$ cat src/hdl/polyline_arc_length_lookup_assert.svh
// Assertion macros for the polyline arc-length lookup block.
`ifndef POLYLINE_ARC_LENGTH_LOOKUP_ASSERT_SVH
`define POLYLINE_ARC_LENGTH_LOOKUP_ASSERT_SVH

// Same-cycle implication, checked outside reset.
`define PAL_ASSERT_IMP(lbl, ante, cons, msg) \
  lbl: assert property (@(posedge clk_i) disable iff (!rst_ni) (ante) |-> (cons)) \
    else $error(msg);

// Next-cycle implication, checked outside reset.
`define PAL_ASSERT_NXT(lbl, ante, cons, msg) \
  lbl: assert property (@(posedge clk_i) disable iff (!rst_ni) (ante) |=> (cons)) \
    else $error(msg);

`endif

$ cat src/hdl/pal_pkg.sv
// Shared widths, codes and constants of the polyline arc-length lookup.
package pal_pkg;
  localparam int MAX_VERTICES = 256;
  localparam int COORD_BITS   = 24;
  localparam int ADDR_W       = $clog2(MAX_VERTICES);
  localparam int CNT_W        = $clog2(MAX_VERTICES + 1);
  localparam int LEN_W        = 40;
  localparam int DIFF_W       = COORD_BITS + 1;
  localparam int SUM_W        = 2 * DIFF_W;
  localparam int ROOT_W       = DIFF_W;
  localparam int LOC_W        = 17;
  localparam int VTX_W        = 8;
  localparam int BLEND_W      = 17;
  localparam int ACTION_W     = 2;
  localparam int STATUS_W     = 2;

  localparam logic [LEN_W-1:0]   LEN_MAX = '1;
  localparam logic [BLEND_W-1:0] ONE_Q16 = 17'h10000;

  typedef enum logic [ACTION_W-1:0] {
    ACT_START  = 2'd0,
    ACT_APPEND = 2'd1,
    ACT_QUERY  = 2'd2,
    ACT_NONE   = 2'd3
  } action_e;

  typedef enum logic [STATUS_W-1:0] {
    STAT_OK    = 2'd0,
    STAT_FULL  = 2'd1,
    STAT_SHORT = 2'd2
  } status_e;
endpackage

$ cat src/hdl/pal_isqrt.sv
// Digit-recurrence integer square root, one root bit per cycle.
module pal_isqrt import pal_pkg::*; (
  input  logic              clk_i,
  input  logic              rst_ni,
  input  logic              start_i,
  input  logic [SUM_W-1:0]  rad_i,
  output logic              busy_o,
  output logic [ROOT_W-1:0] root_o
);
  localparam int REM_W  = ROOT_W + 3;
  localparam int ITER_W = $clog2(ROOT_W + 1);

  logic [SUM_W-1:0]  x_q;
  logic [REM_W-1:0]  rem_q;
  logic [ROOT_W-1:0] root_q;
  logic [ITER_W-1:0] cnt_q;
  logic              busy_q;
  logic [REM_W-1:0]  shifted;
  logic [REM_W-1:0]  trial;
  logic              ge;

  assign shifted = {rem_q[REM_W-3:0], x_q[SUM_W-1 -: 2]};
  assign trial   = REM_W'({root_q, 2'b01});
  assign ge      = shifted >= trial;

  always_ff @(posedge clk_i or negedge rst_ni) begin
    if (!rst_ni) begin
      x_q    <= '0;
      rem_q  <= '0;
      root_q <= '0;
      cnt_q  <= '0;
      busy_q <= 1'b0;
    end else if (start_i) begin
      x_q    <= rad_i;
      rem_q  <= '0;
      root_q <= '0;
      cnt_q  <= ITER_W'(ROOT_W);
      busy_q <= 1'b1;
    end else if (busy_q) begin
      x_q    <= {x_q[SUM_W-3:0], 2'b00};
      rem_q  <= ge ? shifted - trial : shifted;
      root_q <= {root_q[ROOT_W-2:0], ge};
      cnt_q  <= cnt_q - 1'b1;
      if (cnt_q == ITER_W'(1)) begin
        busy_q <= 1'b0;
      end
    end
  end

  assign busy_o = busy_q;
  assign root_o = root_q;
endmodule

$ cat config.mk
export PLATFORM = sky130hd
export DESIGN_NAME = pal_isqrt
export DESIGN_NICKNAME = d
export VERILOG_FILES = /design/src/hdl/polyline_arc_length_lookup_assert.svh /design/src/hdl/pal_pkg.sv /design/src/hdl/pal_isqrt.sv
export SDC_FILE = /design/constraint.sdc
export NUM_CORES = 1
export LEC_CHECK = 0
export BUFFER_PORTS_ARGS = -buffer_cell sky130_fd_sc_hd__buf_4
export CAP_MARGIN = 10
export CORE_MARGIN = 2
export CORE_UTILIZATION = 55
export CTS_CLUSTER_SIZE = 30
export DETAILED_ROUTE_END_ITERATION = 8
export PLACE_DENSITY = 0.84
export SYNTH_ARGS = -nofsm -noshare
export SYNTH_HDL_FRONTEND = slang
export SYNTH_SLANG_ARGS = --single-unit
$ cat constraint.sdc
create_clock -name clk_i -period 6.7 [get_ports clk_i]
set_input_delay 0.335 -clock clk_i [delete_from_list [all_inputs] [get_ports clk_i]]
set_output_delay 0.335 -clock clk_i [all_outputs]
set_load 0.01 [all_outputs]
Word level (Yosys, flattened, before mapping)
Index checks and enable logic that the tools add are counted.

operators by class
  $add $sub $neg = 2
  $lt $le $gt $ge = 1
  mux-type cells = 12
  equal/unequal tests = 1
  reduce and logical (&&, ||, !) cells = 1

operators by type and width
  cell                                                  number
  2-to-1 mux 50 bit                                     2
  2-to-1 mux 26 bit                                     3
  2-to-1 mux 25 bit                                     2
  greater-or-equal comparator 28 x 27 -> 1 bit          1
  subtractor 26 bit                                     1
  2-to-1 mux 5 bit                                      2
  equality test 5 x 1 -> 1 bit (second input constant)  1
  subtractor 5 x 1 -> 5 bit (second input constant)     1
  2-to-1 mux 1 bit                                      3
  nonzero test 2 bit                                    1

word-level totals
  register bits after elaboration = 107
  output and inout port bits = 26
  word-level logic and storage cells = 22

Logic depth before layout (Yosys ltp)
  depth after elaboration = 4
  mapped depth = 12
  depth with buffers taken out = 9

Worst setup path before layout
No wires, ideal clock.

  kind = register to register
  start = register root_q[1], in the netlist root_o[1]
  end = register rem_q[17]
  path slack = 3.971 ns
  required time = 6.604 ns
  arrival time = 2.633 ns
  stages on the path, launching flop included = 10
  clock period less this slack = 2.729 ns
  cell sequence = dfrtp_1 -> inv_1 -> ha_1 -> or3_1 -> o221ai_4 -> a211oi_2 -> or4_4 -> and3_1 -> or3_1 -> a311oi_2

on the way
  word-level cells in the longest chain between the ends = 4

ends and longest elaborated chain
  element                                                                                   line                              RTL
  from (decl)                                                                               pal_isqrt.sv:15                   logic [ROOT_W-1:0] root_q;
  from (signal assigned)                                                                    pal_isqrt.sv:42                   root_q <= {root_q[ROOT_W-2:0], ge};
  subtractor 26 bit / greater-or-equal comparator 28 x 27 -> 1 bit (equally long branches)  pal_isqrt.sv:41, pal_isqrt.sv:24
  2-to-1 mux 26 bit *                                                                       pal_isqrt.sv:41                   rem_q <= ge ? shifted - trial : shifted;
  2-to-1 mux 26 bit *                                                                       pal_isqrt.sv:39                   end else if (busy_q) begin
  2-to-1 mux 26 bit *                                                                       pal_isqrt.sv:33                   end else if (start_i) begin
  to (signal assigned)                                                                      pal_isqrt.sv:41
  to (decl)                                                                                 pal_isqrt.sv:14                   logic [REM_W-1:0] rem_q;

Mark *: on every way between the ends. The rest lies on a longest branch, timed or not. The select of a mux whose other input is x is not followed.
A chain may end at the register's enable or synchronous reset.

Worst setup path after layout
  start = register root_q[7], in the netlist root_o[7]
  end = register rem_q[24]

Same word-level chain as after synthesis.

==> key figures <==
STA
  – Worst clock skew: 10.5 ps
  – Max frequency: 287 MHz
  – Final setup fails: 0
  – Total negative slack: 0 ps
  – Final slew viol count: 0
  – Slew at the pin closest to its max-slew limit: 1040 ps
  – Fin crit period: 3480 ps
  – Max_slew headroom: 30.6%
  – Final hold violation count: 19
  – Fin crit share: 52.0%
  – RSZ-0062 raised after global routing: false
  – Worst hold margin: -23.4 ps

Synthesis
  – Number of flops mapped to enable cells by yosys: 0
  – Yosys top cell area share: 42.2%
  – Distinct cells, synth: 58
  – Synth Cell Area: 6340 um^2
  – Synthesis-stage register bit count: 107
  – Yosys warnings: 0
  – Sequential area share after synthesis: 42.2%
  – Async S/R FF share, synth: 100%
  – Avg Inst Size Synth: 8.97 um^2
  – Synth area leader: dfrtp_1
  – Top cells by area, synth: dfrtp_1, mux2i_1, nand2_1
  – Commonest cells post-synth: dfrtp_1, nand2_1, o21ai_0
  – Post-Synthesis Cells: 707
  – Post-synth top flop: dfrtp_1
  – Syn nets: 789

Critical path
  – CP endpoint kind: flop
  – CP cell instances: inv_1 -> ha_1 -> nand4_1 -> nor4_1 -> o211ai_1 -> nand4_1 -> nand2_1 -> or3b_1 -> a311oi_1
  – Worst reg-to-reg path cell count: 9
  – CP max-delay cell: nand2_1
  – CP delay by family, top: simple AND/OR/NAND/NOR gates
  – Crit path DAT: 3740 ps
  – Path type of the worst setup path: flop to flop
  – Startpoint Class: flop
  – Worst EP required: 6960 ps
  – CP max FO: 31
  – RR Endpoint: rem_q[24]
  – Slowest cell delay on critical path: 640 ps
  – Critical R2R Launch: root_o[7]
  – Worst reg-to-reg setup slack: 3220 ps
  – Buf/Inv on CP: 1
  – CP dominant cell by count: nand4_1

Floorplan
  – IO Pins: 79
  – Die height: 111 um
  – FP Rows: 39
  – Initial Util: 56.0%
  – Die X: 111 um
  – Total Die Area: 12400 um^2
  – Core area: 11300 um^2

Place
  – Placed inst area: 6980 um^2
  – HPWL after DPL: 9650 um
  – Routability-driven placement congestion ratio: 0.940
  – Port bufs: 78

Pwr
  – Sequential fraction of design power: 29.1%
  – Clock network power share: 20.1%
  – Logic pwr share: 50.8%
  – Switching share of power: 41.3%
  – Overall power: 2.77 mW
  – Int Pwr: 1.63 mW
  – Max VDD drop: 276 uV
  – NetSw: 1.15 mW
  – LEAKAGE: 3.80 nW
  – Pwr dens: 380 nW/um^2

Clocking
  – Clock Root Buffer: clkbuf_16
  – Clock Path Buffers: 2
  – # resized after CTS: 0
  – Clock Pin Slew Worst Setup and Hold Paths: 80 ps
  – Inserted Clock Buffers: 9
  – H-tree depth: 3
  – Post-cts hold buffer count: 0
  – Setup bufs post-CTS: 0
  – Worst skew pair latency: 360 ps
  – CTS Sinks: 107
  – CTS tree: built

Routing
  – Antenna-violating nets left: 0
  – Via/cell ratio: 5.91
  – DR iter-0 viols: 401
  – First drt pass iteration count: 7
  – Number of remaining DRC errors: 0
  – Post-DR wirelength/cell: 15.4 um
  – Via count: 5374
  – Wirelength, routed: 14000 um

Final layout
  – P&R area growth vs syn: 15.0%
  – Share of layout cells above drive strength 1: 14.1%
  – Final Net Count: 843
  – FILL cells: 942
  – Final Instance Area: 7290 um^2
  – N_diodes: 0

GRT
  – Total GRT Usage: 23.5%
  – Vias in the first global route: 5187
  – Initial antenna violation count: 0
  – Global-route wire length before repair: 24300 um
  – GRT overflow: 0
  – Largest net degree at the start of global routing: 99

Min path
  – Worst Hold Class: primary input to asynchronous set/reset pin

Run status
  – Status: finished, violations left
  – Failing checks: hold timing

Job
  – Max_cap viols: 0
==> routing by layer <==
layer / share of wire (%) / GRT usage, % / wire length, um
met5: 0 / 0 / 0
met4: 1.2 / 5.68 / 169
met3: 6.1 / 5.99 / 857
met2: 48 / 38.0 / 6730
met1: 44 / 32.0 / 6200
==> worst max-delay path by stage <==
stage	start	depth (start not counted)	slack, ps	endpoint
after detailed placement	root_o[7]	9	3240	rem_q[24]
after global routing	root_o[7]	9	2900	rem_q[13]
after floorplan	root_o[1]	9	3970	rem_q[17]
after CTS	root_o[7]	9	3250	rem_q[24]
final	root_o[7]	9	3220	rem_q[24]
after global placement	root_o[6]	9	3450	rem_q[13]
==> logic make-up (layout without fill, tap and decap cells) <==
group / count (synthesis) / count (layout) / synth area share (%)
and+or+nand+nor: 234 / 234 / 16.0
AOI/OAI and AO/OA: 174 / 174 / 17.8
DFF: 107 / 107 / 42.2
buffers and inverters: 75 / 134 / 4.54
muxes: 73 / 73 / 11.5
adders and majority gates: 29 / 29 / 5.72
xor gates and xnor gates: 15 / 15 / 2.07
==> sequential cells by signal (all words and copies together) (netlist names) <==
name / count
rem_q: 26
busy_o: 1
x_q: 50
cnt_q: 5
root_o: 25
==> worst reg2reg max path: cells and delay by family, from the launching register on <==
kind	cells	cell delay, ps
DFF	1	390
adders and majority gates	1	420
buffers and inverters	1	60
and+or+nand+nor	5	2060
AOI/OAI and AO/OA	2	450
==> power by group through the flow <==
stage                     sequential, mW  combinational [mW]  clock [mW]
final                              0.808                1.41       0.557
after detailed placement           0.818                1.38           0
after global placement             0.813                1.34           0
after floorplan                    0.799                1.10           0
after global routing               0.819                1.58       0.589
after CTS                          0.807                1.39       0.567
==> cell type report <==
| type | instances | area (um^2) | share of cell area [%] |
|---|---|---|---|
| clock inverters | 5 | 67.6 | 0.927 |
| repair buffers | 81 | 608 | 8.34 |
| clock buffers | 11 | 243 | 3.33 |
| well taps | 143 | 179 | 2.45 |
| inverters | 37 | 139 | 1.90 |
| flip-flops and latches | 107 | 2680 | 36.8 |
| multi-input cells | 525 | 3370 | 46.3 |
==> placed cells by master (no fill, tap or decap), drive strengths merged, types with 15 or more instances in the layout <==
cell type,n
inv,39
a21oi,26
dfrtp,107
ha,29
nor2,70
o21ai,79
a311oi,18
nand3,15
nand2,107
buf,81
mux2i,72
==> metrics by stage <==
stage / setup slack (ps) / cells / utilization, % / hold slack [ps]
6_report: 3220 / 909 / 64.4 / -23.4
5_1_grt: 2900 / 909 / 64.4 / 29.3
4_1_cts: 3250 / 909 / 64.4 / 5.11
3_5_place_dp: 3240 / 893 / 61.7 / 376
3_3_place_gp: 3450 / 893 / 61.7 / 366
2_1_floorplan: 3970 / 707 / - / 39.4
Power figures use the tool's default switching activity.
