==> config.mk <==
export PLATFORM = sky130hd
export DESIGN_NAME = pal_div
export DESIGN_NICKNAME = d
export VERILOG_FILES = /design/src/hdl/polyline_arc_length_lookup_assert.svh /design/src/hdl/pal_pkg.sv /design/src/hdl/pal_div.sv
export SDC_FILE = /design/constraint.sdc
export NUM_CORES = 1
export LEC_CHECK = 0
export BUFFER_PORTS_ARGS = -buffer_cell sky130_fd_sc_hd__buf_2
export CORE_ASPECT_RATIO = 2
export CORE_MARGIN = 3
export CORE_UTILIZATION = 50
export CTS_CLUSTER_DIAMETER = 150
export CTS_CLUSTER_SIZE = 12
export DETAILED_ROUTE_END_ITERATION = 8
export GPL_ROUTABILITY_DRIVEN = 0
export PLACE_DENSITY = 0.82
export SYNTH_ARGS = -nofsm -noshare
export SYNTH_HDL_FRONTEND = slang
export SYNTH_SLANG_ARGS = --single-unit
==> constraint.sdc <==
create_clock -name clk_i -period 3 [get_ports clk_i]
set_input_delay 0.45 -clock clk_i [delete_from_list [all_inputs] [get_ports clk_i]]
set_output_delay 0.45 -clock clk_i [all_outputs]
set_load 0.01 [all_outputs]
==> src/hdl/polyline_arc_length_lookup_assert.svh <==
// Assertion macros for the polyline arc-length lookup block.
`ifndef POLYLINE_ARC_LENGTH_LOOKUP_ASSERT_SVH
`define POLYLINE_ARC_LENGTH_LOOKUP_ASSERT_SVH

// Same-cycle implication, checked outside reset.
`define PAL_ASSERT_IMP(lbl, ante, cons, msg) \
  lbl: assert property (@(posedge clk_i) disable iff (!rst_ni) (ante) |-> (cons)) \
    else $error(msg);

// Next-cycle implication, checked outside reset.
`define PAL_ASSERT_NXT(lbl, ante, cons, msg) \
  lbl: assert property (@(posedge clk_i) disable iff (!rst_ni) (ante) |=> (cons)) \
    else $error(msg);

`endif

==> src/hdl/pal_pkg.sv <==
// Shared widths, codes and constants of the polyline arc-length lookup.
package pal_pkg;
  localparam int MAX_VERTICES = 256;
  localparam int COORD_BITS   = 24;
  localparam int ADDR_W       = $clog2(MAX_VERTICES);
  localparam int CNT_W        = $clog2(MAX_VERTICES + 1);
  localparam int LEN_W        = 40;
  localparam int DIFF_W       = COORD_BITS + 1;
  localparam int SUM_W        = 2 * DIFF_W;
  localparam int ROOT_W       = DIFF_W;
  localparam int LOC_W        = 17;
  localparam int VTX_W        = 8;
  localparam int BLEND_W      = 17;
  localparam int ACTION_W     = 2;
  localparam int STATUS_W     = 2;

  localparam logic [LEN_W-1:0]   LEN_MAX = '1;
  localparam logic [BLEND_W-1:0] ONE_Q16 = 17'h10000;

  typedef enum logic [ACTION_W-1:0] {
    ACT_START  = 2'd0,
    ACT_APPEND = 2'd1,
    ACT_QUERY  = 2'd2,
    ACT_NONE   = 2'd3
  } action_e;

  typedef enum logic [STATUS_W-1:0] {
    STAT_OK    = 2'd0,
    STAT_FULL  = 2'd1,
    STAT_SHORT = 2'd2
  } status_e;
endpackage

==> src/hdl/pal_div.sv <==
// Restoring divider for the blend fraction, one quotient bit per cycle.
module pal_div import pal_pkg::*; (
  input  logic               clk_i,
  input  logic               rst_ni,
  input  logic               start_i,
  input  logic [LEN_W-1:0]   num_i,
  input  logic [LEN_W-1:0]   den_i,
  output logic               busy_o,
  output logic [BLEND_W-1:0] quot_o
);
  localparam int ITER_W = $clog2(BLEND_W + 1);

  logic [LEN_W:0]     rem_q;
  logic [LEN_W-1:0]   den_q;
  logic [BLEND_W-1:0] quot_q;
  logic [ITER_W-1:0]  cnt_q;
  logic               busy_q;
  logic               ge;
  logic [LEN_W:0]     rem_sub;

  // numerator never exceeds the divisor, so the remainder stays below twice it
  assign ge      = rem_q >= {1'b0, den_q};
  assign rem_sub = ge ? rem_q - {1'b0, den_q} : rem_q;

  always_ff @(posedge clk_i or negedge rst_ni) begin
    if (!rst_ni) begin
      rem_q  <= '0;
      den_q  <= '0;
      quot_q <= '0;
      cnt_q  <= '0;
      busy_q <= 1'b0;
    end else if (start_i) begin
      rem_q  <= {1'b0, num_i};
      den_q  <= den_i;
      quot_q <= '0;
      cnt_q  <= ITER_W'(BLEND_W);
      busy_q <= 1'b1;
    end else if (busy_q) begin
      rem_q  <= {rem_sub[LEN_W-1:0], 1'b0};
      quot_q <= {quot_q[BLEND_W-2:0], ge};
      cnt_q  <= cnt_q - 1'b1;
      if (cnt_q == ITER_W'(1)) begin
        busy_q <= 1'b0;
      end
    end
  end

  assign busy_o = busy_q;
  assign quot_o = quot_q;
endmodule

**After elaboration in Yosys (flattened, before gate mapping)**

Cells that the tools add are included.

- Add/sub/neg operators: 2
- $lt $le $gt $ge: 1
- Equality and inequality tests: 1
- Mux-type cells: 10
- Reduce and logical (&&, ||, !) cells: 1

Operators with widths:

| operator | number |
|---|---|
| two-way mux 41 bit | 2 |
| greater-or-equal comparator 41 x 40 -> 1 bit | 1 |
| two-way mux 40 bit | 1 |
| subtractor 40 bit | 1 |
| two-way mux 17 bit | 2 |
| two-way mux 5 bit | 2 |
| == test 5 x 1 -> 1 bit, second input constant | 1 |
| subtractor 5 x 1 -> 5 bit, second input constant | 1 |
| two-way mux 1 bit | 3 |
| nonzero test 2 bit | 1 |

- Register bits: 104
- Output and inout bits: 18
- Word-level logic and storage cells: 20

**Logic depth before layout (Yosys ltp)**

- Depth in word-level cells: 4
- Depth in mapped cells: 14

**Worst setup path before layout**

Ideal clock, no wire load.

- Path kind: register to register
- Start point: reg rem_q[0]
- End point: reg rem_q[35]
- Arrival: 2.626 ns
- Required time: 2.865 ns
- Path slack: 0.239 ns
- Stages on the path, launching flop included: 13
- Clock period less this slack: 2.761 ns
- Path through: dfrtp_1 -> inv_1 -> ha_1 -> fa_1 -> nand2b_1 -> a211oi_2 -> o2111ai_1 -> a311oi_2 -> o211ai_1 -> a21oi_2 -> o221ai_1 -> xor2_1 -> o221ai_2

- Longest elaborated chain between the ends: 4
- Elaborated cells on any way between the ends: 5
- Those cells by class: add/sub (1); order compare (1); mux (3)

RTL lines:

| element | line | RTL |
|---|---|---|
| from (decl) | pal_div.sv:13 | `logic [LEN_W:0] rem_q;` |
| from (signal assigned) | pal_div.sv:33 | `rem_q <= {1'b0, num_i};` |
| from (signal assigned) | pal_div.sv:39 | `rem_q <= {rem_sub[LEN_W-1:0], 1'b0};` |
| subtractor 40 bit or greater-or-equal comparator 41 x 40 -> 1 bit (tied branches) | pal_div.sv:23, pal_div.sv:22 |  |
| two-way mux 40 bit (*) | pal_div.sv:23 | `assign rem_sub = ge ? rem_q - {1'b0, den_q} : rem_q;` |
| two-way mux 41 bit (*) | pal_div.sv:38 | `end else if (busy_q) begin` |
| two-way mux 41 bit (*) | pal_div.sv:32 | `end else if (start_i) begin` |

Every way passes the cells marked *; elsewhere a longest branch is shown, timed or not. The select of a mux whose other input is x is not followed.
A chain may end at the register's enable or synchronous reset.

**Final worst setup path**

- Start point: reg rem_q[0]
- End point: reg rem_q[39]

Same word-level chain as after synthesis.

==> flow_results.xml <==
<?xml version="1.0" encoding="UTF-8"?>
<metrics>
  <group name="timing">
    <metric name="rsz0062_at_grt" unit="">yes</metric>
    <metric name="finalSetupViolations" unit="">1</metric>
    <metric name="finalCriticalPeriod" unit="ps">3040</metric>
    <metric name="fin_crit_sh" unit="%">101</metric>
    <metric name="hold_viol" unit="">0</metric>
    <metric name="final_critical_path_setup_slack" unit="ps">-35.6</metric>
    <metric name="timing.max_slew.rel_slack" unit="%">54.2</metric>
    <metric name="drv_slew" unit="">0</metric>
    <metric name="clock_skew" unit="ps">14.3</metric>
    <metric name="fin_worst_hold_slack" unit="ps">52.7</metric>
    <metric name="max_clock_freq" unit="GHz">0.329</metric>
    <metric name="tightest_slew" unit="ps">687</metric>
    <metric name="setup_total_negative_slack" unit="ps">-35.6</metric>
  </group>
  <group name="cells_and_area">
    <metric name="fillerInstances" unit="">1197</metric>
    <metric name="area_growth_syn_to_layout" unit="%">16.2</metric>
    <metric name="nets" unit="">1031</metric>
    <metric name="antenna_diode_count" unit="">0</metric>
    <metric name="final_cell_area" unit="um2">8280</metric>
    <metric name="final_util" unit="%">59.3</metric>
    <metric name="fraction_of_layout_instances_using_a_drive_strength_above_1" unit="%">20.7</metric>
  </group>
  <group name="placement">
    <metric name="count_of_buffers_inserted_at_the_top_level_ports" unit="">100</metric>
    <metric name="placed_cell_area" unit="um2">7790</metric>
    <metric name="detailedPlacementHpwl" unit="um">13500</metric>
  </group>
  <group name="critical_path">
    <metric name="critical_path.endpoint_type" unit="">register</metric>
    <metric name="start_kind" unit="">register</metric>
    <metric name="path_max_fanout" unit="">3</metric>
    <metric name="worst_path_largest_cell_delay" unit="ps">380</metric>
    <metric name="path_delay_family" unit="">compound AO/OA/AOI/OAI gates</metric>
    <metric name="crit-reg2reg-launch" unit="">rem_q[0]</metric>
    <metric name="criticalPathCategory" unit="">reg -&gt; reg</metric>
    <metric name="startpoint" unit="">rem_q[0]</metric>
    <metric name="critical_path_buf_inv_count" unit="">1</metric>
    <metric name="arrival" unit="ps">3260</metric>
    <metric name="timing.critical_path.cells" unit="">inv_2 -&gt; ha_4 -&gt; fa_2 -&gt; nand2b_4 -&gt; a211oi_4 -&gt; o2111ai_2 -&gt; a311oi_2 -&gt; o211ai_1 -&gt; a21oi_2 -&gt; a311o_2 -&gt; xnor2_2 -&gt; o221ai_1</metric>
    <metric name="crit_path_top_delay_cell" unit="">sky130_fd_sc_hd__dfrtp_1</metric>
    <metric name="cp.required" unit="ps">3220</metric>
  </group>
  <group name="run_status">
    <metric name="status" unit="">finished, violations left</metric>
    <metric name="violated_checks" unit="">negative setup slack</metric>
  </group>
  <group name="route">
    <metric name="routed_via_density" unit="">5.82</metric>
    <metric name="drt.antenna.violating_nets" unit="">0</metric>
    <metric name="route.final.wire_length" unit="um">18700</metric>
    <metric name="detail_route.drc_violations" unit="">0</metric>
    <metric name="number_of_vias_in_the_routed_layout" unit="">6399</metric>
    <metric name="first_iter_violations" unit="">426</metric>
    <metric name="route.detailed.wl_per_inst" unit="um">17.1</metric>
    <metric name="drt_pass1_iterations" unit="">5</metric>
  </group>
  <group name="floorplanning">
    <metric name="io-pin-count" unit="">101</metric>
    <metric name="die_footprint" unit="um2">15800</metric>
    <metric name="die-height" unit="um">175</metric>
    <metric name="start_util" unit="%">51.0</metric>
    <metric name="core_region_area" unit="um2">14000</metric>
    <metric name="placement_rows" unit="">61</metric>
    <metric name="die_w" unit="um">90.4</metric>
  </group>
  <group name="global_route">
    <metric name="number_of_antenna_violations_at_the_first_check_in_global_routing" unit="">0</metric>
    <metric name="globalRouteOverflowTotal" unit="">0</metric>
    <metric name="overall_routing_resource_usage" unit="%">23.7</metric>
    <metric name="number_of_global_route_vias_before_repair" unit="">6485</metric>
    <metric name="grt_max_degree" unit="">80</metric>
    <metric name="grt_pass1_wl" unit="um">30700</metric>
  </group>
  <group name="power">
    <metric name="fin_total_pwr" unit="mW">8.57</metric>
    <metric name="vdd_drop_max" unit="V">0.000449</metric>
    <metric name="p_per_area" unit="nW/um2">1030</metric>
    <metric name="leakage_power_total" unit="nW">3.89</metric>
  </group>
  <group name="synthesis">
    <metric name="syn_area" unit="um2">7130</metric>
    <metric name="async_flop_share" unit="%">100</metric>
    <metric name="synth_area_leaders" unit="">sky130_fd_sc_hd__dfrtp_1 (37%), sky130_fd_sc_hd__ha_1 (7.4%), sky130_fd_sc_hd__a21oi_1 (5.1%), sky130_fd_sc_hd__o21ai_0 (4.8%), sky130_fd_sc_hd__mux2i_1 (4.8%)</metric>
    <metric name="synth.cells.most_frequent" unit="">sky130_fd_sc_hd__dfrtp_1 (104), sky130_fd_sc_hd__nand2_1 (90), sky130_fd_sc_hd__a21oi_1 (72), sky130_fd_sc_hd__o21ai_0 (69), sky130_fd_sc_hd__inv_1 (52)</metric>
    <metric name="synth-edff-count" unit="">0</metric>
    <metric name="mappedNetlistNets" unit="">943</metric>
    <metric name="synth_cell_types" unit="">65</metric>
    <metric name="synth-seq-area-share" unit="%">36.5</metric>
    <metric name="syn-instance-count" unit="">817</metric>
    <metric name="post-synth-top-count-cell" unit="">sky130_fd_sc_hd__dfrtp_1</metric>
    <metric name="average_size_of_a_mapped_cell" unit="um2">8.72</metric>
    <metric name="synth_top_cell_by_area" unit="">sky130_fd_sc_hd__dfrtp_1</metric>
    <metric name="ys_dominant_reg_cell" unit="">sky130_fd_sc_hd__dfrtp_1</metric>
    <metric name="postSynthRegisterBits" unit="">104</metric>
    <metric name="ys_warn_count" unit="">0</metric>
    <metric name="synth.top_cell.area_share" unit="%">36.5</metric>
  </group>
  <group name="clock_network">
    <metric name="htreeDepth" unit="">3</metric>
    <metric name="tritoncts" unit="">built</metric>
    <metric name="cts_root_buffer" unit="">sky130_fd_sc_hd__clkbuf_16</metric>
    <metric name="max-clock-path-buffers" unit="">2</metric>
    <metric name="clock_latency_on_the_worst_skew_pair" unit="ps">370</metric>
    <metric name="cts.clk_slew.worst_paths" unit="ps">90</metric>
    <metric name="clock_sinks" unit="">104</metric>
    <metric name="cts_buffers" unit="">9</metric>
  </group>
  <group name="job">
    <metric name="drv_cap" unit="">0</metric>
  </group>
  <group name="min_path">
    <metric name="hp-class" unit="">in -&gt; async</metric>
  </group>
</metrics>
per-layer routing:
metal / GRT usage [%] / part of all wire (%) / up-vias
li1: - / - / 3069
met5: 0 / 0 / -
met4: 13.1 / 4.9 / 0
met2: 44.8 / 55 / 198
met3: 3.02 / 3.8 / 76
met1: 24.8 / 36 / 3056
state kept, by name, indices dropped and copies added (netlist names):
register	count
rem_q	41
busy_o	1
den_q	40
cnt_q	5
quot_o	17
layout make-up:
| class | instances | area (um2) | share of cell area (%) |
|---|---|---|---|
| clock buffers | 9 | 225 | 2.72 |
| clock inverters | 7 | 101 | 1.22 |
| inverters | 52 | 195 | 2.36 |
| multi-input cells | 607 | 4140 | 50.0 |
| flip-flops and latches | 104 | 2600 | 31.4 |
| well taps | 189 | 236 | 2.86 |
| repair buffers | 131 | 776 | 9.37 |
through the flow:
stage	setup slack (ps)	std cells
6_report	-35.6	1099
5_1_grt	-104	1099
4_1_cts	4.80	1093
3_5_place_dp	-3.86	1076
3_3_place_gp	64.1	1076
2_1_floorplan	239	817
placed cells by master, fill, tap and decap left out, types with 3 or more instances in the layout:
cell / netlist / routed
sky130_fd_sc_hd__a21oi_1: 72 / 72
sky130_fd_sc_hd__nand2b_1: 7 / 6
sky130_fd_sc_hd__buf_4: 1 / 30
sky130_fd_sc_hd__o21ai_0: 69 / 68
sky130_fd_sc_hd__a21o_1: 14 / 14
sky130_fd_sc_hd__o21a_1: 5 / 5
sky130_fd_sc_hd__xnor2_1: 26 / 25
sky130_fd_sc_hd__nor3_1: 8 / 8
sky130_fd_sc_hd__a31oi_1: 19 / 17
sky130_fd_sc_hd__ha_1: 42 / 38
sky130_fd_sc_hd__a21oi_2: 4 / 4
sky130_fd_sc_hd__inv_12: 0 / 3
sky130_fd_sc_hd__ha_2: 0 / 3
sky130_fd_sc_hd__xor2_1: 15 / 15
sky130_fd_sc_hd__o22ai_1: 4 / 4
sky130_fd_sc_hd__nor2b_1: 22 / 22
sky130_fd_sc_hd__o221ai_1: 11 / 10
sky130_fd_sc_hd__a211oi_4: 0 / 3
sky130_fd_sc_hd__nand3_1: 13 / 13
sky130_fd_sc_hd__o21ai_1: 17 / 18
sky130_fd_sc_hd__inv_1: 52 / 51
sky130_fd_sc_hd__mux2i_1: 34 / 34
sky130_fd_sc_hd__a21boi_0: 3 / 3
sky130_fd_sc_hd__buf_2: 13 / 98
sky130_fd_sc_hd__clkbuf_16: 0 / 9
sky130_fd_sc_hd__a211oi_1: 6 / 5
sky130_fd_sc_hd__o211ai_1: 3 / 3
sky130_fd_sc_hd__and4_1: 3 / 3
sky130_fd_sc_hd__nand4_1: 11 / 11
sky130_fd_sc_hd__dfrtp_1: 104 / 103
sky130_fd_sc_hd__nor3b_1: 24 / 24
sky130_fd_sc_hd__buf_12: 1 / 3
sky130_fd_sc_hd__nor2_1: 42 / 42
sky130_fd_sc_hd__o21bai_1: 4 / 4
sky130_fd_sc_hd__nand2_1: 90 / 89
path summary, 6_finish.rpt:
check / end / slack, ps / cells after the start
hold reg to reg: quot_o[16] / 530 / 2
setup / recovery: rem_q[39] / -40 / 12
hold / removal: den_q[18] / 50 / 1
max in group asynchronous: busy_o / 2200 / 2
setup reg to reg: rem_q[39] / -40 / 12
min in group clk_i: den_q[36] / 280 / 3
cells by family after synthesis:
group,synth area share [%]
AOI/OAI and AO/OA,22.5
and+or+nand+nor,16.5
buffers and inverters,6.83
DFF,36.5
adders and majority gates,7.66
xor gates and xnor gates,5.04
muxes,4.93
power breakdown:
part | internal, mW | switching (mW) | total [mW]
clock network | 0.621 | 0.643 | 1.26
registers | 1.77 | 0.313 | 2.08
logic | 2.25 | 2.97 | 5.22
what timing repair did:
| item | CTS | global route |
|---|---|---|
| resized for setup | 3 | 19 |
| endpoints found under the setup margin | 2 | 34 |
| hold buffers | 0 | 0 |
| endpoints found under the hold margin | 0 | 0 |
| pin swaps | 6 | 15 |
| buffers inserted | 1 | 6 |
Note: power is estimated with default switching activity, not from simulation.
